### src/rtl/assert_macros.svh
// ----------------------------------------------------------------------------
// assert_macros.svh
// Clocked assertion shorthands for the length decoder.
// ----------------------------------------------------------------------------
`ifndef ASSERT_MACROS_SVH
`define ASSERT_MACROS_SVH

// Check on every rising edge outside of reset.
`define ASSERT_CLK(label, prop, msg) \
    label: assert property (@(posedge clk) disable iff (!rst_n) (prop)) else $error(msg);

// Check on every rising edge, including while reset is held.
`define ASSERT_CLK_ALWAYS(label, prop, msg) \
    label: assert property (@(posedge clk) (prop)) else $error(msg);

`endif

### src/rtl/ild_pkg.sv
// ----------------------------------------------------------------------------
// ild_pkg
// Shared constants, opcode class table and types of the length decoder.
// ----------------------------------------------------------------------------
package ild_pkg;

    localparam int WINDOW_BYTES = 17;
    localparam int MAX_PREFIXES = 16;
    localparam int IDX_W        = $clog2(WINDOW_BYTES);
    localparam int LEN_W        = 5;

    // Prefix bytes
    localparam logic [7:0] PFX_SEG_ES = 8'h26;
    localparam logic [7:0] PFX_SEG_CS = 8'h2e;
    localparam logic [7:0] PFX_SEG_SS = 8'h36;
    localparam logic [7:0] PFX_SEG_DS = 8'h3e;
    localparam logic [7:0] PFX_SEG_FS = 8'h64;
    localparam logic [7:0] PFX_SEG_GS = 8'h65;
    localparam logic [7:0] PFX_OPSIZE = 8'h66;
    localparam logic [7:0] PFX_ADSIZE = 8'h67;
    localparam logic [7:0] PFX_LOCK   = 8'hf0;
    localparam logic [7:0] PFX_REPNE  = 8'hf2;
    localparam logic [7:0] PFX_REP    = 8'hf3;

    localparam logic [7:0] OPC_ESCAPE = 8'h0f;
    localparam logic [7:0] MODRM_MASK = 8'hc7;

    // Opcode classes
    localparam logic [3:0] CLS_NONE        = 4'd0;
    localparam logic [3:0] CLS_OP          = 4'd1;
    localparam logic [3:0] CLS_IMM8        = 4'd2;
    localparam logic [3:0] CLS_IMMV        = 4'd3;
    localparam logic [3:0] CLS_MOFFS       = 4'd4;
    localparam logic [3:0] CLS_IMMV_IMM8   = 4'd5;
    localparam logic [3:0] CLS_MOFFS_IMM16 = 4'd6;
    localparam logic [3:0] CLS_MRM         = 4'd7;
    localparam logic [3:0] CLS_MRM_IMM8    = 4'd8;
    localparam logic [3:0] CLS_MRM_IMMV    = 4'd9;

    localparam logic [3:0] OP_CLASS [256] = '{
        4'd7, 4'd7, 4'd7, 4'd7, 4'd2, 4'd3, 4'd1, 4'd1, 4'd7, 4'd7, 4'd7, 4'd7, 4'd2, 4'd3, 4'd1, 4'd0,
        4'd7, 4'd7, 4'd7, 4'd7, 4'd2, 4'd3, 4'd1, 4'd1, 4'd7, 4'd7, 4'd7, 4'd7, 4'd2, 4'd3, 4'd1, 4'd1,
        4'd7, 4'd7, 4'd7, 4'd7, 4'd2, 4'd3, 4'd0, 4'd1, 4'd7, 4'd7, 4'd7, 4'd7, 4'd2, 4'd3, 4'd0, 4'd1,
        4'd7, 4'd7, 4'd7, 4'd7, 4'd2, 4'd3, 4'd0, 4'd1, 4'd7, 4'd7, 4'd7, 4'd7, 4'd2, 4'd3, 4'd0, 4'd1,
        4'd1, 4'd1, 4'd1, 4'd1, 4'd1, 4'd1, 4'd1, 4'd1, 4'd1, 4'd1, 4'd1, 4'd1, 4'd1, 4'd1, 4'd1, 4'd1,
        4'd1, 4'd1, 4'd1, 4'd1, 4'd1, 4'd1, 4'd1, 4'd1, 4'd1, 4'd1, 4'd1, 4'd1, 4'd1, 4'd1, 4'd1, 4'd1,
        4'd1, 4'd1, 4'd7, 4'd7, 4'd0, 4'd0, 4'd0, 4'd0, 4'd3, 4'd9, 4'd2, 4'd8, 4'd1, 4'd1, 4'd1, 4'd1,
        4'd2, 4'd2, 4'd2, 4'd2, 4'd2, 4'd2, 4'd2, 4'd2, 4'd2, 4'd2, 4'd2, 4'd2, 4'd2, 4'd2, 4'd2, 4'd2,
        4'd8, 4'd9, 4'd8, 4'd8, 4'd7, 4'd7, 4'd7, 4'd7, 4'd7, 4'd7, 4'd7, 4'd7, 4'd7, 4'd7, 4'd7, 4'd7,
        4'd1, 4'd1, 4'd1, 4'd1, 4'd1, 4'd1, 4'd1, 4'd1, 4'd1, 4'd1, 4'd6, 4'd1, 4'd1, 4'd1, 4'd1, 4'd1,
        4'd4, 4'd4, 4'd4, 4'd4, 4'd1, 4'd1, 4'd1, 4'd1, 4'd2, 4'd3, 4'd1, 4'd1, 4'd1, 4'd1, 4'd1, 4'd1,
        4'd2, 4'd2, 4'd2, 4'd2, 4'd2, 4'd2, 4'd2, 4'd2, 4'd3, 4'd3, 4'd3, 4'd3, 4'd3, 4'd3, 4'd3, 4'd3,
        4'd8, 4'd8, 4'd3, 4'd1, 4'd7, 4'd7, 4'd8, 4'd9, 4'd5, 4'd1, 4'd3, 4'd1, 4'd1, 4'd2, 4'd1, 4'd1,
        4'd7, 4'd7, 4'd7, 4'd7, 4'd2, 4'd2, 4'd1, 4'd1, 4'd0, 4'd0, 4'd0, 4'd0, 4'd0, 4'd0, 4'd0, 4'd0,
        4'd2, 4'd2, 4'd2, 4'd2, 4'd2, 4'd2, 4'd2, 4'd2, 4'd4, 4'd4, 4'd6, 4'd2, 4'd1, 4'd1, 4'd1, 4'd1,
        4'd0, 4'd1, 4'd0, 4'd0, 4'd1, 4'd1, 4'd7, 4'd7, 4'd1, 4'd1, 4'd1, 4'd1, 4'd1, 4'd1, 4'd7, 4'd7
    };

    // Prefix scan result handed to the length calculation
    typedef struct packed {
        logic [IDX_W-1:0] pfx_cnt;
        logic             too_many;
        logic             osz;
        logic             asz;
        logic [7:0]       opcode;
        logic [7:0]       modrm;
    } scan_t;

    function automatic logic is_prefix(input logic [7:0] b);
        logic hit;
        unique case (b) inside
            PFX_SEG_ES, PFX_SEG_CS, PFX_SEG_SS, PFX_SEG_DS, PFX_SEG_FS, PFX_SEG_GS,
            PFX_OPSIZE, PFX_ADSIZE, PFX_LOCK, PFX_REPNE, PFX_REP: hit = 1'b1;
            default: hit = 1'b0;
        endcase
        return hit;
    endfunction

endpackage

### src/rtl/ild_if.sv
// ----------------------------------------------------------------------------
// ild_if
// Valid/ready channels of the length decoder: code window in, length out.
// ----------------------------------------------------------------------------
interface ild_in_if;
    logic        valid;
    logic        ready;
    logic [63:0] code_low;
    logic [63:0] code_high;
    logic [7:0]  code_last;
    logic        default_wide;

    modport source (output valid, output code_low, output code_high,
                    output code_last, output default_wide, input ready);
    modport sink   (input valid, input code_low, input code_high,
                    input code_last, input default_wide, output ready);
endinterface

interface ild_out_if;
    logic       valid;
    logic       ready;
    logic [4:0] length;

    modport source (output valid, output length, input ready);
    modport sink   (input valid, input length, output ready);
endinterface

### src/rtl/ild_prefix_scan.sv
// ----------------------------------------------------------------------------
// ild_prefix_scan
// Counts leading prefix bytes, tracks size toggles, picks opcode and modrm.
// ----------------------------------------------------------------------------
module ild_prefix_scan
    import ild_pkg::*;
(
    input  logic [63:0] code_low,
    input  logic [63:0] code_high,
    input  logic [7:0]  code_last,
    input  logic        default_wide,
    output scan_t       scan
);

    logic [7:0]             win [WINDOW_BYTES];
    logic [WINDOW_BYTES-1:0] pfx;
    logic [WINDOW_BYTES-1:0] lead;
    logic [WINDOW_BYTES-1:0] is_op66;
    logic [WINDOW_BYTES-1:0] is_ad67;
    logic [IDX_W-1:0]       cnt;
    logic                   too_many;
    logic [IDX_W-1:0]       op_idx;
    logic [IDX_W-1:0]       mrm_idx;

    always_comb
    begin
        for (int k = 0; k < 8; k++)
        begin
            win[k]     = code_low[8*k +: 8];
            win[k + 8] = code_high[8*k +: 8];
        end
        win[WINDOW_BYTES-1] = code_last;

        for (int k = 0; k < WINDOW_BYTES; k++)
        begin
            pfx[k]     = is_prefix(win[k]);
            is_op66[k] = (win[k] == PFX_OPSIZE);
            is_ad67[k] = (win[k] == PFX_ADSIZE);
        end

        // lead marks the bytes that sit inside the unbroken prefix run
        lead[0] = pfx[0];
        for (int k = 1; k < WINDOW_BYTES; k++)
        begin
            lead[k] = lead[k-1] & pfx[k];
        end
    end

    assign cnt      = IDX_W'($countones(lead));
    assign too_many = (cnt >= IDX_W'(MAX_PREFIXES));
    assign op_idx   = too_many ? '0 : cnt;
    assign mrm_idx  = too_many ? '0 : cnt + IDX_W'(1);

    assign scan.pfx_cnt  = cnt;
    assign scan.too_many = too_many;
    assign scan.osz      = default_wide ^ (^(lead & is_op66));
    assign scan.asz      = default_wide ^ (^(lead & is_ad67));
    assign scan.opcode   = win[op_idx];
    assign scan.modrm    = win[mrm_idx];

endmodule

### src/rtl/ild_length_calc.sv
// ----------------------------------------------------------------------------
// ild_length_calc
// Classifies the opcode and sums prefix, opcode, modrm, displacement and immediate bytes.
// ----------------------------------------------------------------------------
module ild_length_calc
    import ild_pkg::*;
(
    input  scan_t            scan,
    output logic [LEN_W-1:0] length
);

    logic [3:0] op_cls;
    logic [7:0] mrm;
    logic [1:0] mod_f;
    logic [2:0] rm_f;
    logic [2:0] mrm_len;
    logic [3:0] base;
    logic [2:0] immv_len;
    logic       decodable;

    assign op_cls   = OP_CLASS[scan.opcode];
    assign mrm      = scan.modrm & MODRM_MASK;
    assign mod_f    = mrm[7:6];
    assign rm_f     = mrm[2:0];
    assign immv_len = scan.osz ? 3'd4 : 3'd2;

    // modrm byte plus SIB and displacement
    always_comb
    begin
        if (scan.asz)
        begin
            if (mrm == 8'h05)
            begin
                mrm_len = 3'd5;
            end
            else
            begin
                case (mod_f)
                    2'd1:    mrm_len = 3'd2;
                    2'd2:    mrm_len = 3'd5;
                    default: mrm_len = 3'd1;
                endcase
                if (mod_f != 2'd3 && rm_f == 3'd4)
                begin
                    mrm_len = mrm_len + 3'd1;
                end
            end
        end
        else
        begin
            if (mrm == 8'h06)
            begin
                mrm_len = 3'd3;
            end
            else
            begin
                case (mod_f)
                    2'd1:    mrm_len = 3'd2;
                    2'd2:    mrm_len = 3'd3;
                    default: mrm_len = 3'd1;
                endcase
            end
        end
    end

    always_comb
    begin
        unique case (op_cls)
            CLS_OP:          base = 4'd1;
            CLS_IMM8:        base = 4'd2;
            CLS_IMMV:        base = scan.osz ? 4'd5 : 4'd3;
            CLS_MOFFS:       base = scan.asz ? 4'd5 : 4'd3;
            CLS_IMMV_IMM8:   base = scan.osz ? 4'd6 : 4'd4;
            CLS_MOFFS_IMM16: base = scan.asz ? 4'd7 : 4'd5;
            CLS_MRM:         base = 4'd1 + 4'(mrm_len);
            CLS_MRM_IMM8:    base = 4'd2 + 4'(mrm_len);
            CLS_MRM_IMMV:    base = 4'd1 + 4'(mrm_len) + 4'(immv_len);
            default:         base = 4'd0;
        endcase
    end

    assign decodable = !scan.too_many && (scan.opcode != OPC_ESCAPE) && (op_cls != CLS_NONE);
    assign length    = decodable ? (LEN_W'(base) + LEN_W'(scan.pfx_cnt)) : '0;

endmodule

### src/rtl/x86_instruction_length_decoder.sv
// ----------------------------------------------------------------------------
// x86_instruction_length_decoder
// Path: an accepted window beat goes through the input register, then the result register.
// Throughput: one window per cycle unless out_ch stalls; input register, decode logic, result reg.
// Reset: rst_n clears both valid flags asynchronously; data regs keep junk.
// ----------------------------------------------------------------------------
`include "assert_macros.svh"

module x86_instruction_length_decoder
    import ild_pkg::*;
(
    input  logic      clk,
    input  logic      rst_n,
    ild_in_if.sink    in_ch,
    ild_out_if.source out_ch
);

    logic        s1_valid_reg;
    logic        s1_valid_next;
    logic [63:0] code_low_reg;
    logic [63:0] code_high_reg;
    logic [7:0]  code_last_reg;
    logic        default_wide_reg;

    logic             out_valid_reg;
    logic             out_valid_next;
    logic [LEN_W-1:0] length_reg;
    logic [LEN_W-1:0] length_next;

    logic  out_open;
    logic  s1_move;
    logic  in_take;
    scan_t scan;

    ild_prefix_scan u_scan (
        .code_low     (code_low_reg),
        .code_high    (code_high_reg),
        .code_last    (code_last_reg),
        .default_wide (default_wide_reg),
        .scan         (scan)
    );

    ild_length_calc u_calc (
        .scan   (scan),
        .length (length_next)
    );

    assign out_open    = !out_valid_reg || out_ch.ready;
    assign s1_move     = s1_valid_reg && out_open;
    assign in_ch.ready = !s1_valid_reg || out_open;
    assign in_take     = in_ch.valid && in_ch.ready;

    assign s1_valid_next  = in_take ? 1'b1 : (s1_move ? 1'b0 : s1_valid_reg);
    assign out_valid_next = s1_move ? 1'b1 : (out_ch.ready ? 1'b0 : out_valid_reg);

    always_ff @(posedge clk or negedge rst_n)
    begin
        if (!rst_n)
        begin
            s1_valid_reg  <= 1'b0;
            out_valid_reg <= 1'b0;
        end
        else
        begin
            s1_valid_reg  <= s1_valid_next;
            out_valid_reg <= out_valid_next;
        end
    end

    always_ff @(posedge clk)
    begin
        if (in_take)
        begin
            code_low_reg     <= in_ch.code_low;
            code_high_reg    <= in_ch.code_high;
            code_last_reg    <= in_ch.code_last;
            default_wide_reg <= in_ch.default_wide;
        end
        // hold the result until the beat is taken
        if (s1_move)
        begin
            length_reg <= length_next;
        end
    end

    assign out_ch.valid  = out_valid_reg;
    assign out_ch.length = length_reg;

    `ASSERT_CLK(a_full_take_needs_drain, in_take && s1_valid_reg |-> s1_move,
                "window accepted over a held window that is not draining")
    `ASSERT_CLK(a_move_fills_output, s1_move |=> out_valid_reg,
                "decoded window did not land in the result register")
    `ASSERT_CLK(a_prefix_flood_zero, s1_move && scan.too_many |=> length_reg == '0,
                "prefix flood gave a nonzero length")
    `ASSERT_CLK(a_length_range, out_valid_reg |-> length_reg <= LEN_W'(26),
                "length beyond the largest encodable instruction")
    `ASSERT_CLK_ALWAYS(a_reset_clears, !rst_n |-> !out_ch.valid,
                "result valid while reset is held")

endmodule
### src/flat_wrapper.sv
// flat-port wrapper written by rule: the top's interface ports become plain ports
module x86_instruction_length_decoder_flat import ild_pkg::*;
  (clk, rst_n, in_ch_valid, in_ch_code_low, in_ch_code_high, in_ch_code_last, in_ch_default_wide, in_ch_ready, out_ch_valid, out_ch_length, out_ch_ready);
  ild_in_if in_ch_i ();
  ild_out_if out_ch_i ();
  input  logic clk;
  input  logic rst_n;
  input wire logic [$bits(in_ch_i.valid)-1:0] in_ch_valid;
  input wire logic [$bits(in_ch_i.code_low)-1:0] in_ch_code_low;
  input wire logic [$bits(in_ch_i.code_high)-1:0] in_ch_code_high;
  input wire logic [$bits(in_ch_i.code_last)-1:0] in_ch_code_last;
  input wire logic [$bits(in_ch_i.default_wide)-1:0] in_ch_default_wide;
  output wire logic [$bits(in_ch_i.ready)-1:0] in_ch_ready;
  output wire logic [$bits(out_ch_i.valid)-1:0] out_ch_valid;
  output wire logic [$bits(out_ch_i.length)-1:0] out_ch_length;
  input wire logic [$bits(out_ch_i.ready)-1:0] out_ch_ready;
  assign in_ch_i.valid = in_ch_valid;
  assign in_ch_i.code_low = in_ch_code_low;
  assign in_ch_i.code_high = in_ch_code_high;
  assign in_ch_i.code_last = in_ch_code_last;
  assign in_ch_i.default_wide = in_ch_default_wide;
  assign in_ch_ready = in_ch_i.ready;
  assign out_ch_valid = out_ch_i.valid;
  assign out_ch_length = out_ch_i.length;
  assign out_ch_i.ready = out_ch_ready;
  x86_instruction_length_decoder u_core (.clk(clk), .rst_n(rst_n), .in_ch(in_ch_i), .out_ch(out_ch_i));
endmodule
### config.mk
export PLATFORM = sky130hd
export DESIGN_NAME = x86_instruction_length_decoder_flat
export DESIGN_NICKNAME = d
export VERILOG_FILES = /design/src/rtl/ild_pkg.sv /design/src/rtl/ild_if.sv /design/src/rtl/ild_prefix_scan.sv /design/src/rtl/ild_length_calc.sv /design/src/rtl/x86_instruction_length_decoder.sv /design/src/flat_wrapper.sv
export VERILOG_INCLUDE_DIRS = /design/src /design/src/rtl
export SDC_FILE = /design/constraint.sdc
export NUM_CORES = 1
export LEC_CHECK = 0
export BUFFER_PORTS_ARGS = -buffer_cell sky130_fd_sc_hd__clkbuf_2
export CORE_MARGIN = 5
export CORE_UTILIZATION = 59
export DETAILED_ROUTE_END_ITERATION = 6
export PLACE_DENSITY = 0.88
export SYNTH_ARGS = -nofsm -noshare
export SYNTH_HDL_FRONTEND = slang
export SYNTH_HIERARCHICAL = 1
export SYNTH_SLANG_ARGS = --single-unit
### constraint.sdc
create_clock -name clk -period 13.25 [get_ports clk]
set_clock_uncertainty 0.15 [all_clocks]
set_input_delay 2.65 -clock clk [delete_from_list [all_inputs] [get_ports clk]]
set_output_delay 2.65 -clock clk [all_outputs]
set_load 0.02 [all_outputs]
# Word-level counts from Yosys, hierarchy flattened
# Memories as Yosys holds them, arrays and structs flattened.
# Cells that the tools add are included.
# word_totals
ff_bits	144
rom_bits	1024
output_inout_bits	7
word_cells	337
n_memories	1
# mem_list
memory	depth	word_bits	rd	rd_clocked_by_memory_dff	write_ports	line	source
(name not given)	256	4	1	0	0	ild_length_calc.sv:21	assign op_cls = OP_CLASS[scan.opcode];
# op_classes
n_addsub	22
magnitude_cmp	4
eq_ne	203
n_mux	45
bitwise	23
n_reduce_logical	32
# ops
operator	n
== test 8 x 6 -> 1 bit, second input constant	68
== test 8 x 7 -> 1 bit, second input constant	68
== test 8 bit, second input constant	51
OR reduction 11 bit	17
binary-select mux 8 bit (select 5 bit)	2
case mux 4 bit (9 select lines)	1
bitwise AND 17 bit	2
parity 17 bit	2
2-to-1 mux 8 bit	4
2-to-1 mux 3 bit	8
2-to-1 mux 1 bit	21
adder 1 x 1 -> 2 bit	8
bitwise AND 1 bit	16
== test 4 x 3 -> 1 bit, second input constant	4
adder 2 x 2 -> 3 bit	4
greater-or-equal comparator 6 bit, second input constant	2
NOT 5 -> 6 bit	2
== test 5 x 3 -> 1 bit, second input constant	2
2-to-1 mux 5 bit	2
greater-or-equal comparator 9 bit, second input constant	1
NOT 8 -> 9 bit	1
adder 3 x 3 -> 4 bit	2
== test 4 x 2 -> 1 bit, second input constant	2
== test 4 bit, second input constant	2
other kinds (25)	37

# Logic depth before layout (Yosys ltp)
# depth
ltp_word	41
mapped_depth	44

# Modules after synthesis
# Netlist, hierarchy kept.
# by_module_without_submodules
mod	n_inst	cells_each	area_each_um2
ild_prefix_scan	1	555	4555.6
x86_instruction_length_decoder	1	150	4367.9
ild_length_calc	1	169	1227.4

# Worst setup path after synthesis
# OpenSTA, ideal clock, no wires.
# synth_path
kind	register -> register
startpoint	register u_core.code_low_reg[0]
endpoint	register u_core.length_reg[4], in the netlist u_core/out_ch.length[4] (data pin)
setup_ps	258
arrival_time_ps	11013
setup_slack_ps	1829
path_stages_with_launch	40
period_less_slack_ps	11421
path_cell_list	edfxtp_1 > or3b_1 > a21oi_2 > o21ai_2 > and4b_2 > nand2_4 > or4_1 > nor4_1 > fa_1 > fa_1 > fa_1 > inv_1 > fa_1 > inv_1 > fa_1 > fa_1 > ha_1 > xnor2_1 > [... 4 more ...] > a32o_1 > ha_1 > nor4b_1 > a21oi_1 > o2bb2ai_1 > a22oi_1 > ha_1 > ha_1 > inv_1 > fa_1 > or3_1 > a21oi_1 > o31a_1 > ha_1 > a21o_1 > a21oi_1 > xor2_1 > nor2_1
# synth_rtl
element	line	source
start, declared	x86_instruction_length_decoder.sv:20	logic [63:0] code_low_reg;
start signal, assigned	x86_instruction_length_decoder.sv:74	code_low_reg <= in_ch.code_low;
end signal, assigned	x86_instruction_length_decoder.sv:82	length_reg <= length_next;
end, declared	x86_instruction_length_decoder.sv:27	logic [LEN_W-1:0] length_reg;

==> impl_metrics.tcl <==
set metrics [dict create \
    dr.pass1.iters 7 \
    holdWs_ps 396.6 \
    wirelength_um 25910 \
    die_area_sq_um 19220 \
    maxSlewViolCount 0 \
    multi_input_area_sq_um 5181 \
    worstPathRequired_ps 13260 \
    drive_gt1_share_pct 26.14 \
    cp_common_cell "fa_1" \
    hold_violations 0 \
    ff_latch_area_sq_um 4314 \
    vias 7998 \
    die_h_um 138.6 \
    syn-cell-area_sq_um 9761 \
    fill_cells 1127 \
    track_usage_pct 26.66 \
    grt_overflow 0 \
    coreArea_sq_um 16410 \
    outcome "complete, but fails checks" \
    cpMaxStageDelayCell "fa_1" \
    synthCells 835 \
    start_util_pct 59.49 \
    r2r_slack_ps 760 \
    area_delta_synth_final_pct 15.79 \
    ant_nets 0 \
    violations "design-rule violations" \
    cts-htree-levels 4 \
    synth.avg_cell_area_sq_um 11.69 \
    cts_hold_buf 0 \
    cts_buffers 17 \
    arrival_ps 12500 \
    cts_max_path_buffers 2 \
    hpwl_um 19590 \
    min_period_ps 12490 \
    p_per_area_nw_per_um2 106.1 \
    total_power_mw 1.199 \
    fmax_mhz 80.07 \
    synth_nets 1012 \
    nets 1155 \
    die_w_um 138.6 \
    p_switching_uw 334.0 \
    cts.sinks 144 \
    row_count 47 \
    cts_resized 0 \
    p_leak_nw 4.312 \
    root_buffer "clkbuf_16" \
    period_share_pct 94.26 \
    fin_cells 1211 \
    via_per_inst 6.604 \
    startpoint_type "register" \
    grt_pass1_wl_um 40870 \
    grt_pass1_vias 7638 \
    grt_setup_unrepaired "false" \
    ios 148 \
    ys_warn_count 6 \
    cpPeakStageDelay_ps 860 \
    post-route-drc-count 1 \
    p_sw_share_pct 27.87 \
    max_slew_margin_pct 24.72 \
    endpoint_kind "register" \
    grt_max_degree 83 \
    setup_violations 0 \
    p_seq_share_pct 48.1 \
    drt-initial-drc-count 1077 \
    combPwrFrac_pct 14.5 \
    detail_route.wl_per_cell_um 21.40 \
    critPathKind "reg2reg" \
    clock_power_share_pct 37.4 \
    dp.cells 1179 \
    power.internal_uw 864.6 \
    place.gp.congestion 0.9297 \
    cts_tree "built" \
    min_path_type "reg2reg" \
    critPathMaxFanout 17 \
    peakVddDrop_v 0.0001007 \
    cap_violations 0 \
    clk_latency_ps 430 \
    portBuffers 147 \
    diodes 0 \
    clk_pin_slew_ps 70 \
    post_cts_buffers 0 \
    worst_slew_pin_slew_ps 1124 \
    setup_tns_ps 0 \
    grt_antenna_before_repair 0 \
]
[area by class of cell]
type	instances	share of cell area, %
clock buffer	17	3.764
clock inverter	15	1.118
inverter	37	1.229
multi-input combinational	617	45.84
sequential	144	38.17
tap	220	2.436
timing repair buffer	161	7.439
[per-layer routing]
layer	global-route usage [%]	wire, um	vias up
met2	43.22	12390	584
met4	9.063	833	0
met5	0	0	-
met1	35.33	9608	3756
met3	6.897	3080	86
li1	-	-	3572
[placed cells by master, fill, tap and decap left out, drive strengths merged, types with 13 or more instances in the layout]
cell type and n:
nor2b 23, ha 24, nand3 16, buf 14, nand4 13, a21oi 28, clkbuf 164, nand2b 34
nor2 33, mux4 42, inv 44, nand2 78, mux2i 18, o21ai 17, xnor2 20, edfxtp 142
nor3 21, nor4 15, xor2 13
[stage by stage]
stage	instance area, sq um	util, %	worst slack, ps
global placement	10730	65.42	938.6
finish	11300	68.89	760.1
global route	11300	68.89	143.0
floorplan	9761	-	2007
detailed placement	10730	65.42	633.5
CTS	11290	68.79	576.3
[critical path: cells and delay by family (launching register included)]
family          cells  cell delay (ps)
fa+ha+maj          12             5160
simple gates        9             2630
compound gates     11             2410
buf+inv             5              580
flops               1              470
xor+xnor            2              430
mux                 2              380
[power groups by stage]
stage	clock [mW]	sequential (mW)	combinational (mW)
floorplan	0	0.572	0.116
global placement	0	0.582	0.167
detailed placement	0	0.584	0.171
CTS	0.456	0.575	0.172
global route	0.478	0.579	0.190
finish	0.448	0.576	0.174
[worst paths after layout]
path                                                    from  cells after the start                                end
setup / recovery           u_core/code_low_reg[15]$_DFFE_PP_                     41  u_core/out_ch.length[4]$_DFFE_PP_
hold / removal               u_core/s1_valid_reg$_DFFE_PN0P_                      1    u_core/out_ch.valid$_DFFE_PN0P_
setup reg to reg           u_core/code_low_reg[15]$_DFFE_PP_                     41  u_core/out_ch.length[4]$_DFFE_PP_
hold reg to reg              u_core/s1_valid_reg$_DFFE_PN0P_                      1    u_core/out_ch.valid$_DFFE_PN0P_
max in group asynchronous                              rst_n                      1    u_core/out_ch.valid$_DFFE_PN0P_
min in group asynchronous                              rst_n                      1    u_core/out_ch.valid$_DFFE_PN0P_
Note: power is estimated with default switching activity, not from simulation.
